**src/hdl/c2p_pkg.sv**
```systemverilog
// ---------------------------------------------------------------------------
// c2p_pkg: shared types and constants for the cartesian to polar converter
// Holds the per-item control bundle, the arctangent table of the rotation
// cells and the fixed angle codes used by the output stage.
// ---------------------------------------------------------------------------
`default_nettype none

package c2p_pkg;

	// number of rotation cells that resolve the angle
	localparam int CORDIC_STAGES = 20;
	// fraction bits added to the coordinates before rotation
	localparam int ANGLE_SCALE_BITS = 24;
	// coordinate width plus this gives the rotation datapath width
	localparam int CORDIC_EXTRA = 27;
	// accumulated angle, signed, in 1/32768 degree
	localparam int Z_WIDTH = 24;
	// width of the quadrant sum before dropping the guard bits
	localparam int TOT_WIDTH = 24;
	localparam int ANGLE_GUARD = 8;

	// per-item control bundle carried alongside the datapath
	typedef struct packed {
		logic valid;
		logic x_neg;
		logic y_neg;
		logic x_zero;
		logic y_zero;
	} item_ctl_t;

	// atan(2^-i) in 1/32768 degree, rounded
	localparam logic signed [Z_WIDTH-1:0] ATAN_TABLE [0:CORDIC_STAGES-1] = '{
		24'sd1474560, 24'sd870484, 24'sd459940, 24'sd233473, 24'sd117189,
		24'sd58652,   24'sd29333,  24'sd14667,  24'sd7334,   24'sd3667,
		24'sd1833,    24'sd917,    24'sd458,    24'sd229,    24'sd115,
		24'sd57,      24'sd29,     24'sd14,     24'sd7,      24'sd4
	};

	// quarter turn in fine units, the clamp limit of the first-quadrant angle
	localparam logic signed [Z_WIDTH-1:0] FINE_DEG90 = 24'sd2949120;

	// quadrant bases in fine units with the rounding half already folded in
	localparam logic [TOT_WIDTH-1:0] HALF_LSB     = 24'd128;
	localparam logic [TOT_WIDTH-1:0] BASE_DEG180  = 24'd5898368;
	localparam logic [TOT_WIDTH-1:0] BASE_DEG360  = 24'd11796608;

	// output angle codes in 1/128 degree
	localparam logic [15:0] ANGLE_DEG0   = 16'd0;
	localparam logic [15:0] ANGLE_DEG90  = 16'd11520;
	localparam logic [15:0] ANGLE_DEG180 = 16'd23040;
	localparam logic [15:0] ANGLE_DEG270 = 16'd34560;
	localparam logic [15:0] FULL_TURN    = 16'd46080;

	// largest magnitude the output field carries
	localparam logic [15:0] MAG_MAX = 16'hFFFF;

endpackage

`default_nettype wire

```
**src/hdl/c2p_front.sv**
```systemverilog
// ---------------------------------------------------------------------------
// c2p_front: input conditioning for the cartesian to polar converter
// Takes absolute values and axis flags, squares both coordinates and forms
// the radicand and the scaled starting vector for the cell chain.
// ---------------------------------------------------------------------------
`default_nettype none

module c2p_front #(
	parameter int COORD_WIDTH = 16
) (
	input  wire logic                                            clk,
	input  wire logic                                            arst_n,
	input  wire logic                                            en,
	input  wire logic                                            valid_in,
	input  wire logic signed [COORD_WIDTH-1:0]                   x_value,
	input  wire logic signed [COORD_WIDTH-1:0]                   y_value,
	output c2p_pkg::item_ctl_t                                   ctl_s3,
	output logic [2*COORD_WIDTH-1:0]                             rad_s3,
	output logic signed [COORD_WIDTH+c2p_pkg::CORDIC_EXTRA-1:0] cx_s3,
	output logic signed [COORD_WIDTH+c2p_pkg::CORDIC_EXTRA-1:0] cy_s3
);
	import c2p_pkg::*;

	localparam int PAD_BITS = CORDIC_EXTRA - ANGLE_SCALE_BITS;

	item_ctl_t ctl_d, ctl_s1, ctl_s2;
	logic [COORD_WIDTH-1:0] x_u, y_u, ax_d, ay_d;
	logic [COORD_WIDTH-1:0] ax_s1, ay_s1, ax_s2, ay_s2;
	logic [2*COORD_WIDTH-1:0] sqx_s2, sqy_s2;

	// absolute values and axis flags
	always_comb begin
		x_u = $unsigned(x_value);
		y_u = $unsigned(y_value);
		ax_d = x_u[COORD_WIDTH-1] ? (~x_u + COORD_WIDTH'(1)) : x_u;
		ay_d = y_u[COORD_WIDTH-1] ? (~y_u + COORD_WIDTH'(1)) : y_u;
		ctl_d.valid  = valid_in;
		ctl_d.x_neg  = x_u[COORD_WIDTH-1];
		ctl_d.y_neg  = y_u[COORD_WIDTH-1];
		ctl_d.x_zero = (x_u == '0);
		ctl_d.y_zero = (y_u == '0);
	end

	// control bundle through the three front stages
	always_ff @(posedge clk or negedge arst_n) begin
		if (!arst_n) begin
			ctl_s1 <= '0;
			ctl_s2 <= '0;
			ctl_s3 <= '0;
		end else if (en) begin
			ctl_s1 <= ctl_d;
			ctl_s2 <= ctl_s1;
			ctl_s3 <= ctl_s2;
		end
	end

	// abs, squares, then radicand and starting vector
	always_ff @(posedge clk) begin
		if (en) begin
			ax_s1  <= ax_d;
			ay_s1  <= ay_d;
			ax_s2  <= ax_s1;
			ay_s2  <= ay_s1;
			sqx_s2 <= (2*COORD_WIDTH)'(ax_s1) * (2*COORD_WIDTH)'(ax_s1);
			sqy_s2 <= (2*COORD_WIDTH)'(ay_s1) * (2*COORD_WIDTH)'(ay_s1);
			rad_s3 <= sqx_s2 + sqy_s2;
			cx_s3  <= $signed({{PAD_BITS{1'b0}}, ax_s2, {ANGLE_SCALE_BITS{1'b0}}});
			cy_s3  <= $signed({{PAD_BITS{1'b0}}, ay_s2, {ANGLE_SCALE_BITS{1'b0}}});
		end
	end

endmodule

`default_nettype wire

```
**config.mk**
```make
export PLATFORM = sky130hd
export DESIGN_NAME = c2p_front
export DESIGN_NICKNAME = d
export VERILOG_FILES = /design/src/hdl/c2p_pkg.sv /design/src/hdl/c2p_front.sv
export SDC_FILE = /design/constraint.sdc
export NUM_CORES = 1
export LEC_CHECK = 0
export ABC_AREA = 1
export BUFFER_PORTS_ARGS = -buffer_cell sky130_fd_sc_hd__buf_2
export CAP_MARGIN = 20
export CORE_MARGIN = 3
export CORE_UTILIZATION = 60
export CTS_CLUSTER_DIAMETER = 30
export DETAILED_ROUTE_END_ITERATION = 12
export HOLD_SLACK_MARGIN = 0.08
export PLACE_DENSITY = 0.79
export SLEW_MARGIN = 20
export SYNTH_ARGS = -nofsm -noshare
export SYNTH_HDL_FRONTEND = slang
export SYNTH_SLANG_ARGS = --single-unit
```
**constraint.sdc**
```tcl
create_clock -name clk -period 10.2 [get_ports clk]
set_input_delay 0.51 -clock clk [delete_from_list [all_inputs] [get_ports clk]]
set_output_delay 0.51 -clock clk [all_outputs]
set_load 0.01 [all_outputs]
```
## Word-level counts from Yosys, hierarchy flattened

Cells that the tools add are included.

- Flip-flop bits (word level): 207
- Input port bits: 36
- Output and inout bits: 123
- Word-level logic and storage cells: 37

- $add $sub $neg: 3
- $mul: 2
- Mux-type cells: 2
- Bitwise logic cells: 2
- Reductions and logical operators: 2

Operators with widths:

| operator | count |
|---|---|
| 16-bit by 16-bit multiplier with 32-bit output | 2 |
| 16-bit by 1-bit adder with 16-bit output, second input constant | 2 |
| 32-bit adder | 1 |
| 16-bit zero test | 2 |
| 16-bit NOT | 2 |
| 15-bit 2-to-1 mux | 2 |

## Longest topological paths before layout

Gate-level depths: netlist of the first run.

- Depth in word-level cells: 3
- Gate-level depth with buffers: 27
- Depth with buffers taken out: 25

## Least setup slack after synthesis of the first run

No wires, ideal clock.

- Kind: reg-to-reg
- Start: register ax_s1[9]
- End: register sqx_s2[29] (data pin)
- Library setup time: 0.253 ns
- Arrival: 5.178 ns
- Data required time: 9.947 ns
- Slack: 4.769 ns
- Cell stages (with the launch flop): 25
- Path buffers: 1
- Clock period less this slack: 5.431 ns
- Path through: edfxtp_1 clkbuf_1 nand2_1 inv_1 fa_1 inv_1 fa_1 inv_1 fa_1 inv_1 fa_1 inv_1 fa_1 inv_1 fa_1 inv_1 ha_1 nand2_2 inv_1 a21oi_2 nand3_1 nand2_1 nand3_1 nand2_1 nand2_1

- Word-level cells in the longest chain between the ends: 1

Ends and longest elaborated chain:

| item | RTL line | text |
|---|---|---|
| start: declaration | c2p_front.sv:28 | `logic [COORD_WIDTH-1:0] ax_s1, ay_s1, ax_s2, ay_s2;` |
| start signal: assignment | c2p_front.sv:60 | `ax_s1 <= ax_d;` |
| 16-bit by 16-bit multiplier with 32-bit output | c2p_front.sv:64 | `sqx_s2 <= (2*COORD_WIDTH)'(ax_s1) * (2*COORD_WIDTH)'(ax_s1);` |
| end signal: assignment | c2p_front.sv:64 |  |
| end: declaration | c2p_front.sv:29 | `logic [2*COORD_WIDTH-1:0] sqx_s2, sqy_s2;` |

No other way between the ends.
A chain may end at the register's enable or synchronous reset.

## Final worst setup path of the first run

- Start: register ax_s1[1]
- End: register sqx_s2[16] (data pin)

The elaborated chain is that of the path after synthesis.

==> results of run 1 <==
## cell families (layout without fill, tap and decap cells)
group	Yosys count	count (layout)
other	1	54
flip-flops	203	203
AO/OA/AOI/OAI	111	111
AND/OR/NAND/NOR	1166	1166
adder cells (fa/ha/maj)	557	557
buffers and inverters	993	1064
XOR/XNOR	92	92
## worst paths after layout
path	start	endpoint	slack [ps]	cells after the start
worst min-delay path	y_value[0]	ay_s1[0]	140	1
worst max-delay path	ax_s1[1]	sqx_s2[16]	4160	18
max in group asynchronous	arst_n	ctl_s3[4]	9530	2
min in group asynchronous	arst_n	ctl_s2[2]	400	2
worst min register to register	ay_s2[3]	cy_s3[27]	410	0
worst max register to register	ax_s1[1]	sqx_s2[16]	4160	18
## placed cells by master, fill, tap and decap left out, types with 4 or more instances in the layout
master      instances
inv_6               5
clkinvlp_4          4
nor3_2              5
nand4_1            19
nand3_2             4
clkbuf_16          47
or2_2               6
dfrtp_1            15
nor4_1              4
xor2_1             79
nor2_2              4
clkinv_4            4
inv_1             873
o21bai_1           15
a21oi_1            58
xnor2_1            13
a21oi_2             4
nand2_1           847
clkinv_2            6
nor2_1            137
edfxtp_1          188
ha_1              233
nor3_1             19
o21ai_0            28
nand3_1           100
fa_1              324
clkbuf_1            8
buf_2             103
conb_1             54
nand2_2            14
inv_8               4
## sequential cells by signal, indices dropped and copies added (netlist names), 16 cells and up
signal,cells
ax_s1,16
ax_s2,16
ay_s1,16
ay_s2,16
cx_s3,16
cy_s3,16
rad_s3,32
sqx_s2,30
sqy_s2,30
## worst register-to-register path: stages (launching register included)
cell and delay [ps]:
edfxtp_1 940, nand2_1 240, fa_1 540, fa_1 560, inv_1 60, fa_1 490
fa_1 520, fa_1 500, inv_1 50, fa_1 480, inv_1 40, ha_1 360
nand2_1 110, inv_1 90, nand2_1 130, nor3_2 180, nand2_1 70, nand2_1 140
xor2_1 350
## cells in the mapped netlist (all sizes together)
master / n / area, sq um
o21bai: 15 / 113
o21ai: 29 / 149
conb: 1 / 3.75
xnor2: 13 / 114
nor2: 141 / 539
clkbuf: 62 / 233
dfrtp: 15 / 375
and2: 2 / 12.5
nor3: 25 / 161
nand2: 861 / 3270
edfxtp: 188 / 5650
nor4: 4 / 25.0
a21oi: 62 / 325
a31oi: 2 / 12.5
nand4: 19 / 119
buf: 57 / 419
inv: 873 / 3280
nand3b: 3 / 22.5
a21o: 1 / 7.51
clkinv: 1 / 3.75
or2: 6 / 37.5
fa: 324 / 6490
a31o: 2 / 17.5
ha: 233 / 2920
nand3: 104 / 541
xor2: 79 / 692
and3: 1 / 6.26
## through the flow
stage | cells | utilization | instance area (sq um) | hold slack [ps] | setup slack (ps)
global placement | 3695 | 0.635 | 26300 | 402 | 4230
floorplan | 3176 | - | 25700 | 214 | 4770
detailed placement | 3695 | 0.635 | 26300 | 405 | 4180
finish | 3779 | 0.671 | 27800 | 135 | 4160
CTS | 3779 | 0.671 | 27800 | 106 | 4180
global route | 3779 | 0.671 | 27800 | 131 | 3850
## area by class of cell
type                    count  area, sq um
flip-flops and latches    203         6020
multi-input cells        1980        15800
fillers                  3248        13600
well taps                 532          666
clock buffers              55         1210
repair buffers            107          554
clock inverters            28          282
inverters                 874         3280
## layer usage
| layer | wire length (um) | up-vias |
|---|---|---|
| met5 | 0 | - |
| met4 | 1530 | 0 |
| met3 | 4280 | 125 |
| met2 | 27800 | 734 |
| met1 | 23900 | 9241 |
| li1 | - | 9315 |
## repair_timing
| action | in CTS | in global routing |
|---|---|---|
| hold buffers | 1 | 0 |
| setup endpoints to repair | 0 | 0 |
| endpoints found under the hold margin | 15 | 0 |
==> metrics.yaml, run 1 <==
sta:
  setup_viol: 0
  fin_crit_sh: 0.593
  setup_tns_ps: 0
  worst_pin_slew_ps: 1030
  fmax_mhz: 165
  rsz0062_at_grt: "false"
  hold_violations: 0
  slew-limit-headroom: 0.312
  skew_ps: 20.2
  layout_min_cycle_time_ps: 6040
  drv_slew: 0
floorplanning:
  die_h_um: 212
  die_w_um: 212
  start_util: 0.617
  row_count: 74
  die_area_sq_um: 45000
  io_pins: 159
  core_sq_um: 41400
final_layout:
  drive_above_1_share: 0.0678
  diodes: 0
  syn2layout_area_growth_pct: 8.83
  nets: 3805
routing:
  ant_nets: 0
  drt_iter0_drc: 1320
  routedWlPerCell_um: 15.2
  vias: 19415
  drc: 0
  dr.pass1.iters: 6
  vias_per_cell: 5.14
  routed_wl_um: 57600
worst_setup_path:
  crit_slowest_cell: "edfxtp_1"
  cp_top_family: "adder cells"
  crit_type: "reg2reg"
  critPathCaptureType: "flip-flop"
  path_max_fanout: 19
  cp.required_ps: 10530
  slowest_delay_ps: 940
  worstPathArrival_ps: 6370
  startpoint_type: "flip-flop"
  critPathBufInv: 4
  worstPathCellList: "nand2_1 -> fa_1 -> fa_1 -> inv_1 -> fa_1 -> fa_1 -> fa_1 -> inv_1 -> fa_1 -> inv_1 -> ha_1 -> nand2_1 -> inv_1 -> nand2_1 -> nor3_2 -> nand2_1 -> nand2_1 -> xor2_1"
  crit_path_frequent_cell: "fa_1"
place:
  hpwl_um: 46200
  globalplace.congestion: 0.920
  portBuffers: 104
logic_synthesis:
  ys_types: 36
  synthSimpleGateAreaFrac: 0.185
  synth_cells: 3123
  synthMuxAreaShare: 0
  synth_warnings: 0
  synthXorXnorAreaFrac: 0.0316
  seq_area_frac_synth: 0.236
  synth-compound-area-share: 0.0245
  synth_top_family_by_area: "adder cells"
  synthesis.area_sq_um: 25500
  synth_fa_ha_area_frac: 0.368
  synth-seq-cells: 203
  syn_avg_cell_area_sq_um: 8.17
status:
  status: "finished clean"
flow_run:
  maxCapViolations: 0
global_route:
  track_usage: 0.271
  top_usage_layer: "met2"
  grt_first_pass_wirelength_um: 98600
  use_met1: 0.355
  grt_start_max_net_pins: 78
  antenna_found_initial: 0
  globalRouteOverflowTotal: 0
  met2_usage: 0.465
  grt_pass1_vias: 20721
  globalRouteMet3Util: 0.0491
cts:
  clock_latency_ps: 560
  cts_tree: "built"
  cts-resized-gates: 0
  cts_setup_buffers: 0
  path_clk_slew_ps: 50
  cts_root_buf: "clkbuf_16"
  clock_sinks: 203
  h-tree-depth: 2
  clockBufferDepth: 3
  numCtsBuffers: 46
worst_hold_path:
  hp-class: "in2reg"
Power of run 1 is not shown: default switching activity piles up to over one toggle a cycle in this logic, so the estimate is an artifact.
==> run 2, diff against run 1 <==
- ABC_AREA: 1 -> 0
- clock period: 10.2 -> 6.05 ns (I/O delays scaled with it)
==> metrics.yaml, run 2 <==
final_layout:
  fill_cells: 2708  # -17%
  layout_commonest_cell: "inv_1"
  diodes: 0  # unchanged
  reg.largest.list: "rad_s3 (32), sqx_s2 (30), sqy_s2 (30)"
  largest_reg_flops: 32  # unchanged
  top_register: "rad_s3"
  final_area_sq_um: 27300  # -1.7%
  nets: 3114  # -18%
  drive_above_1_share: 0.179  # +0.111
  utilization: 0.721  # +0.0500
  syn2layout_area_growth_pct: 17.9
  final_cell_mix: "inv_1, fa_1, ha_1"
logic_synthesis:
  syn_avg_cell_area_sq_um: 10.3  # +26%
  yosys.area.top_type: "fa_1"
  synthTopCellsByCount: "inv_1, fa_1, ha_1"
  synth_cells: 2255  # -28%
  synth-seq-cells: 203  # unchanged
  synth-compound-area-share: 0.0722  # +0.0477
  yosysMostFrequentCell: "inv_1"
  synthXorXnorAreaFrac: 0.0477  # +0.0161
  synth_warnings: 0  # unchanged
  synth_top_area_frac: 0.280  # +0.0262
  ys_types: 57  # +58%
  async_reset_ff_frac: 0.0739  # unchanged
  synthSimpleGateAreaFrac: 0.0933  # -0.0920
  synthesis.area_sq_um: 23100  # -9.3%
  synthTopCellsByArea: "fa_1, edfxtp_1, ha_1"
  synth-main-ff-cell: "edfxtp_1"
  synth_top_family_by_area: "adder cells"
  seq_area_frac_synth: 0.260  # +0.0243
  synth-edff-count: 188  # unchanged
  synthMuxAreaShare: 0.00827  # +0.00827
  synth_fa_ha_area_frac: 0.406  # +0.0379
sta:
  fin_crit_sh: 1.00  # +0.407
  timing.final.ws_setup_ps: 0.590  # -4150 ps
  slew-limit-headroom: 0.299  # -0.0127
  setup_viol: 0  # unchanged
  layout_min_cycle_time_ps: 6050  # +4.80 ps
  drv_slew: 0  # unchanged
  hold_violations: 0  # unchanged
  fmax_mhz: 165  # about the same
  worst_pin_slew_ps: 1050  # +19.0 ps
  rsz0062_at_grt: "true"
  hold_ws_ps: 106  # -29.7 ps
  skew_ps: 21.4  # +1.26 ps
worst_setup_path:
  slowest_delay_ps: 550  # -390 ps
  cp_top_family: "adder cells"
  critPathBufInv: 6  # +2
  crit_slowest_cell: "fa_1"
  startpoint_type: "flip-flop"
  path_max_fanout: 7  # -12
  crit_type: "reg2reg"
  crit_path_frequent_cell: "fa_1"
  cp.required_ps: 6360  # -4170 ps
  critPathCaptureType: "flip-flop"
  worstPathArrival_ps: 6360  # about the same
  worstPathCellList: "buf_6 -> buf_4 -> fa_1 -> inv_1 -> fa_1 -> inv_2 -> fa_2 -> fa_1 -> fa_1 -> inv_1 -> fa_1 -> inv_2 -> ha_4 -> nor3_2 -> o21a_1 -> nor3_1 -> a41o_2 -> o31ai_4 -> a31oi_1 -> or4_1 -> and3_1"
routing:
  vias: 16424  # -15%
  routedWlPerCell_um: 16.4  # +7.8%
  vias_per_cell: 5.35  # +4.2%
  dr.pass1.iters: 5  # -1
  drt_iter0_drc: 890  # -33%
  drc: 0  # unchanged
  ant_nets: 0  # unchanged
  routed_wl_um: 50400  # -12%
status:
  status: "finished clean"
place:
  hpwl_um: 39000  # -15%
  portBuffers: 104  # unchanged
  globalplace.congestion: 0.929  # +1.0%
  place_ws_ps: -74.4  # -4250 ps
  placed_area_sq_um: 25000  # -5.0%
floorplanning:
  core_sq_um: 37800  # -8.6%
  die_area_sq_um: 41000  # -9.1%
  die_h_um: 202  # -4.6%
  start_util: 0.611  # -0.00522
  die_w_um: 202  # -4.6%
  io_pins: 159  # unchanged
  row_count: 71  # -4.1%
cts:
  numCtsBuffers: 45  # -2.2%
  h-tree-depth: 2  # unchanged
  cts_root_buf: "clkbuf_16"
  clock_latency_ps: 560  # about the same
  cts_tree: "built"
  clock_sinks: 203  # unchanged
  clockBufferDepth: 3  # unchanged
  path_clk_slew_ps: 40  # about the same
flow_run:
  maxCapViolations: 0  # unchanged
global_route:
  grt_start_max_net_pins: 121  # +55%
  grt_pass1_vias: 17377  # -16%
  track_usage: 0.249  # -0.0223
  grt_first_pass_wirelength_um: 82500  # -16%
  globalRouteOverflowTotal: 0  # unchanged
  antenna_found_initial: 1  # +1
worst_hold_path:
  hp-class: "in2reg"
[run 2: final cells by class]
cell class / count / area, sq um / area share
multi-input cells: 1470 / 15100 / 0.554
clock inverters: 20 / 204 / 0.00747
flip-flops and latches: 203 / 6020 / 0.221
clock buffers: 64 / 1320 / 0.0484
repair buffers: 287 / 2060 / 0.0755
well taps: 511 / 639 / 0.0234
inverters: 514 / 1930 / 0.0707
[run 2: per-layer routing]
metal / track usage / part of all wire / wire length, um
met2: 0.422 / 0.50 / 25100
met3: 0.0449 / 0.062 / 3150
met5: 0 / 0 / 0
met1: 0.327 / 0.41 / 20600
met4: 0.0849 / 0.030 / 1520
[run 2: worst paths after layout]
kind / startpoint / to / slack, ps / cells after the start
min in group asynchronous: arst_n / ctl_s2[4] / 170 / 2
max reg2reg: ay_s1[6] / sqy_s2[28] / 0.6 / 21
min reg2reg: ay_s2[1] / cy_s3[25] / 410 / 0
max in group asynchronous: arst_n / ctl_s2[3] / 5640 / 2
min: y_value[14] / ay_s1[14] / 110 / 2
max: ay_s1[6] / sqy_s2[28] / 0.6 / 21
[run 2: cells by family (layout without fill, tap and decap cells)]
| logic type | after synthesis | after routing |
|---|---|---|
| AOI/OAI and AO/OA | 261 | 261 |
| muxes | 17 | 17 |
| adders and majority gates | 557 | 557 |
| and+or+nand+nor | 455 | 455 |
| other | 1 | 54 |
| buffers and inverters | 635 | 885 |
| DFF | 203 | 203 |
| xor gates and xnor gates | 126 | 126 |
[run 2: worst register-to-register path, cell delays in order (launching register included)]
cell and delay, ps:
edfxtp_1 420, buf_6 160, buf_4 140, fa_1 530, inv_1 60, fa_1 550
inv_2 50, fa_2 450, fa_1 510, fa_1 520, inv_1 50, fa_1 490
inv_2 50, ha_4 160, nor3_2 210, o21a_1 160, nor3_1 50, a41o_2 280
o31ai_4 260, a31oi_1 160, or4_1 400, and3_1 150
[run 2: what timing repair did]
action	4_1_cts	5_1_grt
setup buffers	10	22
endpoints found under the setup margin	8	24
hold buffers	15	0
hold endpoints to repair	30	0
gates resized for setup	11	99
pin swaps	13	44
[run 2: through the flow]
stage,TNS [ps],std cells
5_1_grt,-1350,3069
6_report,0,3069
4_1_cts,0,3048
3_5_place_dp,-277,2939
2_1_floorplan,0,2308
3_3_place_gp,0,2939
Power of run 2 is left out for the same reason.
==> run 3, diff against run 2 <==
- CORE_ASPECT_RATIO: default -> 1.5
- SLEW_MARGIN: 20 -> 10
==> metrics.yaml, run 3 (synthesis gave the netlist of run 2 again) <==
status:
  status: "finished clean"
final_layout:
  utilization: 0.720  # -0.00151
  top_register: "rad_s3"
  stdcell_count: 3061  # -0.26%
  final_area_sq_um: 27300  # -0.11%
  nets: 3135  # +0.67%
  largest_reg_flops: 32  # unchanged
  reg.largest.list: "rad_s3 (32), sqx_s2 (30), sqy_s2 (30)"
  layout_commonest_cell: "inv_1"
  final_cell_mix: "inv_1, fa_1, ha_1"
  syn2layout_area_growth_pct: 17.8
  drive_above_1_share: 0.180  # +0.00175
  diodes: 0  # unchanged
routing:
  vias_per_cell: 5.38  # +0.57%
  dr.pass1.iters: 5  # unchanged
  drc: 0  # unchanged
  routed_wl_um: 54400  # +8.1%
  vias: 16474  # +0.30%
  routedWlPerCell_um: 17.8  # +8.3%
  drt_iter0_drc: 774  # -13%
  ant_nets: 0  # unchanged
global_route:
  grt_first_pass_wirelength_um: 88500  # +7.3%
  antenna_found_initial: 0  # -1
  grt_start_max_net_pins: 82  # -32%
  globalRouteOverflowTotal: 0  # unchanged
  grt_pass1_vias: 18499  # +6.5%
  track_usage: 0.268  # +0.0189
sta:
  fin_crit_sh: 0.989  # -0.0112
  drv_slew: 0  # unchanged
  timing.final.ws_setup_ps: 68.1  # +67.5 ps
  hold_violations: 0  # unchanged
  skew_ps: 25.9  # +4.49 ps
  worst_pin_slew_ps: 997  # -54.9 ps
  setup_viol: 0  # unchanged
  slew-limit-headroom: 0.336  # +0.0366
  rsz0062_at_grt: "true"
  fmax_mhz: 167  # +1.1%
  layout_min_cycle_time_ps: 5980  # -67.5 ps
cts:
  cts_tree: "built"
  h-tree-depth: 2  # unchanged
  clock_sinks: 203  # unchanged
  path_clk_slew_ps: 50  # about the same
  numCtsBuffers: 39  # -13%
  clock_latency_ps: 540  # -20 ps
  clockBufferDepth: 3  # unchanged
  cts_root_buf: "clkbuf_16"
place:
  placed_area_sq_um: 25100  # +0.74%
  place_ws_ps: -94.1  # -19.7 ps
  globalplace.congestion: 0.917  # -1.4%
  portBuffers: 104  # unchanged
  hpwl_um: 43700  # +12%
  dp.cells: 2947  # +0.27%
worst_setup_path:
  reg2reg_from: "ax_s1[5]"
  worstPathCellList: "buf_6 -> and2_2 -> fa_1 -> inv_1 -> fa_1 -> inv_1 -> fa_1 -> fa_1 -> fa_1 -> inv_1 -> fa_1 -> inv_1 -> ha_4 -> a21o_1 -> a21o_1 -> a221oi_4 -> o31a_1 -> buf_4 -> o21ai_1 -> xor2_1"
  startpoint_type: "flip-flop"
  crit_path_frequent_cell: "fa_1"
  worstPathArrival_ps: 6270  # -90 ps
  crit_slowest_cell: "fa_1"
  path_max_fanout: 6  # -1
  critPathCaptureType: "flip-flop"
  slowest_delay_ps: 540  # about the same
  crit_type: "reg2reg"
  crit_path_start: "ax_s1[5]"
  cp.required_ps: 6330  # -30 ps
floorplanning:
  die_w_um: 166  # -18%
  row_count: 87  # +23%
  die_h_um: 247  # +22%
  start_util: 0.611  # about the same
  core_sq_um: 37900  # about the same
  io_pins: 159  # unchanged
  die_area_sq_um: 41000  # +0.12%
worst_hold_path:
  hp-class: "in2reg"
  min_from: "y_value[4]"
flow_run:
  maxCapViolations: 0  # unchanged
==> run 3: stage by stage <==
step | hold slack [ps] | TNS [ps]
6_report | 113 | 0
5_1_grt | 106 | -1090
4_1_cts | 86.6 | 0
3_5_place_dp | 220 | -289
3_3_place_gp | 212 | -25.0
2_1_floorplan | 6.91 | 0
==> run 3: final cells by class <==
class	instances	area, sq um
sequential	203	6020
clock inverter	26	334
timing repair buffer	314	2210
clock buffer	45	1040
inverter	514	1930
multi-input combinational	1470	15100
tap	489	612
fill	2623	10600
==> run 3: layer usage <==
layer / wire length (um) / track usage
met5: 0 / 0
met4: 3380 / 0.154
met3: 1850 / 0.0291
met2: 30600 / 0.528
met1: 18600 / 0.271
==> run 3: final timing paths <==
check / to / slack [ps] / depth (start not counted)
hold / removal: ay_s1[4] / 110 / 2
setup reg to reg: sqx_s2[30] / 70 / 20
min in group asynchronous: ctl_s2[2] / 200 / 2
hold reg to reg: cx_s3[33] / 410 / 0
max in group asynchronous: ctl_s1[4] / 5590 / 2
setup / recovery: sqx_s2[30] / 70 / 20
==> run 3: critical path: cells and delay by family, from the launching register on <==
| kind | cells | cell delay (ps) |
|---|---|---|
| xor gates and xnor gates | 1 | 140 |
| adders and majority gates | 7 | 3220 |
| and+or+nand+nor | 1 | 200 |
| AOI/OAI and AO/OA | 5 | 1080 |
| DFF | 1 | 510 |
| buffers and inverters | 6 | 560 |
==> run 3: what timing repair did <==
item | CTS | global route
setup buffers | 5 | 30
gates resized for setup | 13 | 76
pin swaps | 7 | 32
endpoints found under the hold margin | 25 | 0
endpoints found under the setup margin | 8 | 26
hold buffers | 11 | 0
Power of run 3 is left out for the same reason.
